<file path="src/rtl/interval_block_merge_unit_macros.svh">
// Assertion macros shared by the interval block merge RTL.
// Depends on nothing; included by modules that carry assertions.
`ifndef INTERVAL_BLOCK_MERGE_UNIT_MACROS_SVH
`define INTERVAL_BLOCK_MERGE_UNIT_MACROS_SVH

// same-cycle implication
`define IBM_ASSERT_NOW(lbl, clk, rst, ante, cons, msg) \
   lbl: assert property (@(posedge clk) disable iff (rst) (ante) |-> (cons)) else $error(msg);

// next-cycle implication
`define IBM_ASSERT_NEXT(lbl, clk, rst, ante, cons, msg) \
   lbl: assert property (@(posedge clk) disable iff (rst) (ante) |=> (cons)) else $error(msg);

`endif

</file>
<file path="src/rtl/ibm_pkg.sv">
// Types and constants of the interval block merge unit.
// No dependencies.
`default_nettype none
package ibm_pkg;
   localparam int TABLE_DEPTH = 32;
   localparam int COORD_BITS  = 16;
   localparam int IDX_BITS    = $clog2(TABLE_DEPTH);
   localparam int CNT_BITS    = $clog2(TABLE_DEPTH + 1);
   localparam logic [COORD_BITS-1:0] COORD_MAX = '1;

   localparam logic [1:0] OP_MATCH    = 2'd0;
   localparam logic [1:0] OP_MISMATCH = 2'd1;
   localparam logic [1:0] OP_DELETION = 2'd2;
   localparam logic [1:0] OP_INSERT   = 2'd3;

   localparam logic FUNC_ELEMENT = 1'b0;
   localparam logic FUNC_CLEAR   = 1'b1;
   localparam logic KIND_REMAP   = 1'b0;
   localparam logic KIND_NEW     = 1'b1;

   localparam logic [2:0] ADDR_MIN_OVERLAP = 3'd0;

   typedef struct packed {
      logic        func;
      logic [1:0]  op_kind;
      logic        trim;
      logic [15:0] run_length;
      logic        no_elements;
      logic        last;
   } req_type;

   typedef struct packed {
      logic        kind;
      logic [4:0]  old_index;
      logic [4:0]  dest_index;
      logic        absorbed;
      logic [15:0] block_start;
      logic [15:0] block_end;
      logic [15:0] clip_len;
      logic        overflow;
      logic        done_res;
   } rsp_type;

   typedef struct packed {
      logic [COORD_BITS-1:0] lo;
      logic [COORD_BITS-1:0] hi;
      logic [COORD_BITS-1:0] clip;
   } entry_type;

   typedef enum logic [2:0] {
      ST_IDLE,
      ST_SCAN,
      ST_PLACE,
      ST_EMIT,
      ST_FINAL
   } state_type;

   function automatic logic [COORD_BITS-1:0] sat_add(input logic [COORD_BITS-1:0] a,
                                                     input logic [COORD_BITS-1:0] b);
      logic [COORD_BITS:0] s;
      s = {1'b0, a} + {1'b0, b};
      return s[COORD_BITS] ? COORD_MAX : s[COORD_BITS-1:0];
   endfunction
endpackage
`default_nettype wire

</file>
<file path="src/rtl/interval_block_merge_unit.sv">
// Interval block merge unit: span accumulation and sorted block table merge.
// Depends on ibm_pkg and interval_block_merge_unit_macros.svh.
//
//   channel   ports                 direction  contents
//   request   req_valid/ready/data  in         one alignment element or clear
//   response  rsp_valid/ready/data  out        remap per old block, then new block
//   config    psel..prdata (APB)    in         min_overlap at byte address 0
//
// A non-last element or a clear is taken in ST_IDLE; config writes are always ready.
// A merge walks the n stored blocks in three passes (scan, place up to the
// insertion point, emit) and then gives the new block.
// Response stalls hold the walk; the table lives in two ping-pong banks.
// Reset (synchronous, active high) empties the table and clears the span.
`default_nettype none
`include "interval_block_merge_unit_macros.svh"
module interval_block_merge_unit
   import ibm_pkg::*;
(
   input  wire logic    clock,
   input  wire logic    reset,
   input  wire logic    req_valid,
   output logic         req_ready,
   input  wire req_type req_data,
   output logic         rsp_valid,
   input  wire logic    rsp_ready,
   output rsp_type      rsp_data,
   input  wire logic    psel,
   input  wire logic    penable,
   input  wire logic    pwrite,
   input  wire logic [2:0]  paddr,
   input  wire logic [31:0] pwdata,
   output logic [31:0]  prdata,
   output logic         pready
);
   state_type state_ff, state_in;
   logic [COORD_BITS-1:0] mo_ff;
   logic [COORD_BITS-1:0] ss_ff, ss_in, se_ff, se_in, rt_ff, rt_in;
   logic seen_ff, seen_in;
   logic [COORD_BITS-1:0] lo_ff, lo_in, hi_ff, hi_in, bound_ff, bound_in, clip_ff, clip_in;
   logic any_ff, any_in, ovf_ff, ovf_in, bank_ff, bank_in;
   logic [CNT_BITS-1:0] idx_ff, idx_in, cnt_ff, cnt_in, j_ff, j_in, brk_ff, brk_in, c_ff, c_in;
   logic [TABLE_DEPTH-1:0] mark_ff, mark_in;
   logic rsp_valid_ff, rsp_valid_in;
   rsp_type rsp_ff, rsp_in;
   entry_type tab_a [TABLE_DEPTH];
   entry_type tab_b [TABLE_DEPTH];
   entry_type rd_ff, wr_data;
   logic wr_en;
   logic [IDX_BITS-1:0] wr_addr, ri, rd_addr;
   logic out_free, apart, at_end;
   logic [CNT_BITS-1:0] d;

   assign pready    = 1'b1;
   assign prdata    = (paddr[2] == ADDR_MIN_OVERLAP[2]) ? {16'd0, mo_ff} : 32'd0;
   assign req_ready = (state_ff == ST_IDLE);
   assign rsp_valid = rsp_valid_ff;
   assign rsp_data  = rsp_ff;
   assign out_free  = !rsp_valid_ff || rsp_ready;

   assign ri = idx_ff[IDX_BITS-1:0];
   // read port is fetched with the next walk index, so rd_ff holds entry idx_ff
   assign rd_addr = idx_in[IDX_BITS-1:0];
   assign at_end = (idx_ff == cnt_ff);
   assign apart = (lo_ff >= rd_ff.hi || (rd_ff.hi - lo_ff) < mo_ff) ||
                  (hi_ff <= rd_ff.lo || (hi_ff - rd_ff.lo) < mo_ff);
   assign d = ovf_ff ? idx_ff : c_ff + ((idx_ff >= brk_ff) ? CNT_BITS'(1) : CNT_BITS'(0));

   always_ff @(posedge clock) begin
      if (reset) begin
         state_ff <= ST_IDLE;
         mo_ff <= '0;
         ss_ff <= '0; se_ff <= '0; rt_ff <= '0;
         seen_ff <= 1'b0;
         cnt_ff <= '0;
         bank_ff <= 1'b0;
         rsp_valid_ff <= 1'b0;
      end else begin
         state_ff <= state_in;
         if (psel && penable && pwrite && paddr[2] == ADDR_MIN_OVERLAP[2])
            mo_ff <= pwdata[COORD_BITS-1:0];
         ss_ff <= ss_in; se_ff <= se_in; rt_ff <= rt_in;
         seen_ff <= seen_in;
         cnt_ff <= cnt_in;
         bank_ff <= bank_in;
         rsp_valid_ff <= rsp_valid_in;
      end
      lo_ff <= lo_in; hi_ff <= hi_in; bound_ff <= bound_in; clip_ff <= clip_in;
      any_ff <= any_in; ovf_ff <= ovf_in;
      idx_ff <= idx_in; j_ff <= j_in; brk_ff <= brk_in; c_ff <= c_in;
      mark_ff <= mark_in;
      rsp_ff <= rsp_in;
   end

   always_ff @(posedge clock) begin
      if (wr_en) begin
         if (bank_ff) tab_a[wr_addr] <= wr_data;
         else tab_b[wr_addr] <= wr_data;
      end
      rd_ff <= bank_in ? tab_b[rd_addr] : tab_a[rd_addr];
   end

   always_comb begin
      logic [COORD_BITS-1:0] s, e, t;
      logic es, apply, merge;
      state_in = state_ff;
      ss_in = ss_ff; se_in = se_ff; rt_in = rt_ff; seen_in = seen_ff;
      lo_in = lo_ff; hi_in = hi_ff; bound_in = bound_ff; clip_in = clip_ff;
      any_in = any_ff; ovf_in = ovf_ff; bank_in = bank_ff;
      idx_in = idx_ff; cnt_in = cnt_ff; j_in = j_ff; brk_in = brk_ff; c_in = c_ff;
      mark_in = mark_ff;
      rsp_valid_in = rsp_valid_ff && !rsp_ready;
      rsp_in = rsp_ff;
      wr_en = 1'b0; wr_addr = ri; wr_data = rd_ff;
      s = ss_ff; e = se_ff; t = rt_ff; es = seen_ff; apply = 1'b0; merge = 1'b0;
      case (state_ff)
         ST_IDLE: begin
            if (req_valid) begin
               if (req_data.func == FUNC_CLEAR) begin
                  cnt_in = '0; es = 1'b0; s = '0; e = '0; t = '0;
               end else if (req_data.no_elements) begin
                  es = 1'b0; s = '0; e = '0; t = '0; merge = 1'b1;
               end else begin
                  apply = es;
                  if (!es) begin
                     s = '0; e = '0; t = '0;
                     if (req_data.op_kind == OP_DELETION && req_data.trim) begin
                        s = req_data.run_length; e = req_data.run_length;
                     end else apply = 1'b1;
                  end
                  if (apply) begin
                     case (req_data.op_kind)
                        OP_MATCH:    e = sat_add(e, req_data.run_length);
                        OP_MISMATCH: e = sat_add(e, COORD_BITS'(1));
                        OP_DELETION: begin
                           if (req_data.trim) t = req_data.run_length;
                           else e = sat_add(e, req_data.run_length);
                        end
                        default: ;
                     endcase
                  end
                  es = 1'b1;
                  if (req_data.last) begin
                     es = 1'b0; merge = 1'b1;
                  end
               end
               ss_in = s; se_in = e; rt_in = t; seen_in = es;
               if (merge) begin
                  lo_in = s; hi_in = e; bound_in = sat_add(e, t);
                  any_in = 1'b0; idx_in = '0;
                  state_in = ST_SCAN;
               end
            end
         end
         ST_SCAN: begin
            if (at_end) begin
               clip_in = (bound_ff > hi_ff) ? bound_ff - hi_ff : '0;
               ovf_in = !any_ff && cnt_ff >= CNT_BITS'(TABLE_DEPTH);
               idx_in = '0; j_in = '0;
               state_in = ST_PLACE;
            end else begin
               mark_in[ri] = !apart;
               if (!apart) begin
                  if (lo_ff >= rd_ff.lo) lo_in = rd_ff.lo;
                  if (hi_ff <= rd_ff.hi) hi_in = rd_ff.hi;
                  any_in = 1'b1;
               end
               idx_in = idx_ff + CNT_BITS'(1);
            end
         end
         ST_PLACE: begin
            if (at_end || (!mark_ff[ri] && rd_ff.lo > lo_ff)) begin
               brk_in = idx_ff; idx_in = '0; c_in = '0;
               state_in = ST_EMIT;
            end else begin
               if (!mark_ff[ri]) j_in = j_ff + CNT_BITS'(1);
               idx_in = idx_ff + CNT_BITS'(1);
            end
         end
         ST_EMIT: begin
            if (at_end) state_in = ST_FINAL;
            else if (out_free) begin
               rsp_valid_in = 1'b1;
               rsp_in = '0;
               rsp_in.kind = KIND_REMAP;
               rsp_in.old_index = ri;
               if (mark_ff[ri]) begin
                  rsp_in.dest_index = j_ff[IDX_BITS-1:0];
                  rsp_in.absorbed = 1'b1;
               end else begin
                  rsp_in.dest_index = d[IDX_BITS-1:0];
                  c_in = c_ff + CNT_BITS'(1);
                  wr_en = !ovf_ff; wr_addr = d[IDX_BITS-1:0]; wr_data = rd_ff;
               end
               idx_in = idx_ff + CNT_BITS'(1);
            end
         end
         ST_FINAL: begin
            if (out_free) begin
               rsp_valid_in = 1'b1;
               rsp_in = '0;
               rsp_in.kind = KIND_NEW;
               rsp_in.dest_index = ovf_ff ? '0 : j_ff[IDX_BITS-1:0];
               rsp_in.block_start = lo_ff;
               rsp_in.block_end = hi_ff;
               rsp_in.clip_len = clip_ff;
               rsp_in.overflow = ovf_ff;
               rsp_in.done_res = 1'b1;
               if (!ovf_ff) begin
                  wr_en = 1'b1; wr_addr = j_ff[IDX_BITS-1:0];
                  wr_data = '{lo: lo_ff, hi: hi_ff, clip: clip_ff};
                  cnt_in = c_ff + CNT_BITS'(1);
                  bank_in = !bank_ff;
               end
               state_in = ST_IDLE;
            end
         end
         default: state_in = ST_IDLE;
      endcase
   end

   `IBM_ASSERT_NOW(a_cnt_range, clock, reset, 1'b1, cnt_ff <= CNT_BITS'(TABLE_DEPTH), "table count beyond depth")
   `IBM_ASSERT_NOW(a_idx_range, clock, reset, state_ff == ST_EMIT, idx_ff <= cnt_ff, "walk index past table")
   `IBM_ASSERT_NEXT(a_final_done, clock, reset, state_ff == ST_FINAL && out_free, state_ff == ST_IDLE && rsp_valid_ff && rsp_ff.done_res, "merge did not close with a done response")
endmodule
`default_nettype wire
</file>
<file path="config.mk">
export PLATFORM = sky130hd
export DESIGN_NAME = interval_block_merge_unit
export DESIGN_NICKNAME = d
export VERILOG_FILES = /design/src/rtl/ibm_pkg.sv /design/src/rtl/interval_block_merge_unit.sv
export VERILOG_INCLUDE_DIRS = /design/src /design/src/rtl
export SDC_FILE = /design/constraint.sdc
export NUM_CORES = 2
export LEC_CHECK = 0
export BUFFER_PORTS_ARGS = -buffer_cell sky130_fd_sc_hd__clkbuf_2
export CAP_MARGIN = 10
export CORE_MARGIN = 1.5
export CORE_UTILIZATION = 63
export DETAILED_ROUTE_END_ITERATION = 16
export PLACE_DENSITY = 0.8
export SLEW_MARGIN = 20
export SYNTH_ARGS = -nofsm -noshare
export SYNTH_HDL_FRONTEND = slang
export SYNTH_SLANG_ARGS = --single-unit
</file>
<file path="constraint.sdc">
create_clock -name clock -period 9 [get_ports clock]
set_input_delay 1.8 -clock clock [delete_from_list [all_inputs] [get_ports clock]]
set_output_delay 1.8 -clock clock [all_outputs]
set_load 0.05 [all_outputs]
</file>
==> reports/results.tsv <==
stage	metric	value	unit
sta	Final setup viols	0	
synthesis	post-synth top area cell	edfxtp_1	
clock_tree	Clock Tree Root	clkbuf_16	
routing	remaining antenna violation count	0	
clock_tree	Post-CTS Setup Inserts	0	
placement	hpwl dp	156	mm
clock_tree	Sink Count	2338	
clock_tree	H-tree depth	4	
sta	RSZ-0062 raised after global routing	false	
layout	fraction of layout instances using a drive strength above 1	10.6	%
grt	vias in the first global route	63534	
floorplanning	Die W	398	um
critical_path	CP arrival	8.20	ns
clock_tree	CTS tree	yes	
sta	worst rel slew slack	20.5	%
floorplanning	initial core utilization	63.7	%
sta	Slew @ Worst Pin	1.19	ns
critical_path	required time of the critical path	9.53	ns
routing	Avg WL per Cell	27.8	um
clock_tree	CTS Buf Count	217	
sta	Final Cycle Share	85.2	%
critical_path	Top Family by Delay on Critical Path	compound AO/OA/AOI/OAI gates	
synthesis	top-area cell type share of the netlist area	68.0	%
grt	first-pass GRT wire length	397	mm
sta	Slew Limit Fails	0	
synthesis	number of synthesized flops with an enable pin	2225	
outcome	status	finished clean	
grt	antenna violations before repair	1	
placement	DP Area	102000	sq um
power_and_ir_drop	VDD IR-drop max	0.521	mV
floorplanning	Cell Rows	144	
synthesis	Synth Warn #	0	
synthesis	Mapped Cells	7552	
floorplanning	Core Area	154000	sq um
run	MaxCap Viol Count	0	
routing	number of vias per cell	6.67	
floorplanning	Die H	398	um
critical_path	CP max-delay cell	a311oi_1	
synthesis	Async S/R FF share, synth	0	%
grt	global route total overflow	0	
sta	total negative slack	0	ns
synthesis	Syn Area/Cell	13.0	sq um
clock_tree	CTS clock-pin slew for the worst setup and hold paths	0.06	ns
synthesis	post-synthesis cell type count	83	
critical_path	Startpoint Class	input port	
grt	GRT Total Usage	34.2	%
synthesis	Synth Cell Area	98300	sq um
layout	Layout Area Growth over Synthesis	11.1	%
critical_path	Critical path buffers and inverters	3	
floorplanning	I/O Pins	161	
layout	Finished Cell Area	109000	sq um
routing	via count	65852	
critical_path	CP Capture Type	register	
critical_path	slowest stage delay, CP	0.59	ns
sta	worst hold slack	0.455	ns
routing	final WL	274	mm
sta	Tmin final	7.67	ns
layout	fin nets	7865	
sta	f_max	0.130	GHz
critical_path	most frequent CP cell	o21ai_0	
clock_tree	post-cts resize count	0	
floorplanning	Die ar.	158000	sq um
routing	first-pass iteration count of the detailed router	8	
clock_tree	Max clock buf depth	3	
clock_tree	hold buffers post-CTS	0	
synthesis	FF+latch count, synth	2338	
power_and_ir_drop	Pwr Density	336	nW/um^2
grt	pin count of the biggest net entering global routing	179	
sta	Fin Clk Skew	0.0763	ns
routing	Residual DRC	0	
synthesis	register area share after synthesis	70.3	%
critical_path	WS Path Type	input port to register	
power_and_ir_drop	Pleak	38.3	nW
placement	RePlAce Congestion	0.925	
critical_path	CP max FO	15	
sta	final hold violations	0	
synthesis	dominant cells by area after synthesis	edfxtp_1 (68%), nand2_1 (6.2%), dfxtp_1 (2.3%)	
power_and_ir_drop	Power Total	0.0367	W
placement	# port buffers	125	
routing	initial DRC count	9273	
synthesis	ys flop type	edfxtp_1	
min_path	Hold Path Class	register to register	
clock_tree	latest clock arrival within the worst-skew pair	0.88	ns
layout	Fillers	9583	
==> worst min-delay path: stages (launching register included) <==
cell and delay [ns]:
dfxtp_1 0.31, nand2_1 0.05, a21oi_1 0.05
==> where the power goes <==
| part | leakage, nW | total, W | internal [W] | switching, W |
|---|---|---|---|---|
| logic | 13.9 | 0.0136 | 0.00392 | 0.00966 |
| clock network | 3.42 | 0.00907 | 0.00500 | 0.00406 |
| registers | 21.0 | 0.0140 | 0.0137 | 0.000279 |
| total | 38.3 | 0.0367 | 0.0227 | 0.0140 |
==> path summary, 6_finish.rpt <==
kind                start           to  slack [ns]  cells past startpoint
max          req_data[20]  bound_ff[2]        1.33                     28
min              mo_ff[9]     mo_ff[9]        0.46                      2
max reg2reg       seen_ff  bound_ff[2]        1.62                     27
min reg2reg      mo_ff[9]     mo_ff[9]        0.46                      2
==> placed cells by master (no fill, tap or decap), types with 25 or more instances in the layout <==
cell type	synthesis	layout
a211oi_1	202	202
a21boi_0	78	77
a21o_1	34	34
a21oi_1	304	303
a22o_1	33	33
a311oi_1	97	97
a31oi_1	142	142
and3_1	282	282
buf_4	41	184
clkbuf_1	264	66
clkbuf_16	0	219
clkbuf_2	0	125
clkinv_1	1	41
clkinv_2	0	32
dfxtp_1	113	112
edfxtp_1	2225	2225
ha_1	157	157
inv_1	148	147
mux2i_1	179	179
mux4_2	32	32
nand2_1	1629	1627
nand3_1	302	301
nor2_1	315	249
nor2_4	0	66
nor2b_1	28	28
nor3_1	110	106
nor4_2	32	33
o21a_1	25	25
o21ai_0	134	101
o21ai_4	0	32
o22ai_1	152	152
or4_1	33	33
xnor2_1	54	54
==> cells in the mapped netlist, types with 41 or more instances <==
cell	count
a31oi_1	142
inv_1	148
a311oi_1	97
edfxtp_1	2225
o21ai_0	134
ha_1	157
a21boi_0	78
nand3_1	302
and3_1	282
mux2i_1	179
clkbuf_1	264
nand2_1	1629
nor3_1	110
nor2_1	315
dfxtp_1	113
a211oi_1	202
a21oi_1	304
xnor2_1	54
o22ai_1	152
buf_2	121
buf_4	41
==> stage by stage <==
stage               utilization (%)  cells  setup slack, ns
global placement               66.0   9455            0.631
finish                         70.7   9876             1.33
CTS                            70.7   9870             1.48
detailed placement             66.1   9462            0.656
floorplan                         -   7567             1.31
global route                   70.7   9872            0.656
==> per-layer routing <==
metal | routed length (um) | GRT usage (%) | vias to the layer above
met5 | 123 | 0.545 | -
met4 | 18900 | 20.7 | 2
met3 | 32400 | 7.10 | 813
met2 | 128000 | 54.8 | 4556
met1 | 94500 | 43.2 | 32208
li1 | - | - | 28273
==> state kept, by name (all words and copies together) (netlist names), 5 cells and up <==
name	cells
ss_ff	16
mo_ff	16
c_ff	6
brk_ff	6
tab_b	1024
hi_ff	16
bound_ff	16
clip_ff	16
tab_a	1024
rd_ff	32
lo_ff	16
mark_ff	32
rt_ff	16
se_ff	16
idx_ff	6
j_ff	5
rsp_data	61
cnt_ff	6
==> logic make-up (layout without fill, tap and decap cells) <==
family,after synthesis,in the layout,synth area share [%]
simple gates,2843,2843,12.9
flops,2338,2338,70.3
compound gates,1291,1291,8.62
buf+inv,628,889,2.80
mux,214,214,2.59
fa+ha+maj,162,162,2.10
xor+xnor,74,74,0.659
other cells,2,21,0.00764
==> layout make-up <==
type,instances,area (sq um),share of cell area (%)
Sequential cell,2338,69100,63.3
Multi-Input combinational cell,4601,27400,25.1
Clock buffer,297,5890,5.40
Tap cell,2044,2560,2.34
Timing Repair Buffer,329,2420,2.21
Clock inverter,111,1180,1.08
Inverter,152,593,0.543
Antenna cell,4,10.0,0.00917
(Power assumes the default switching activity.)
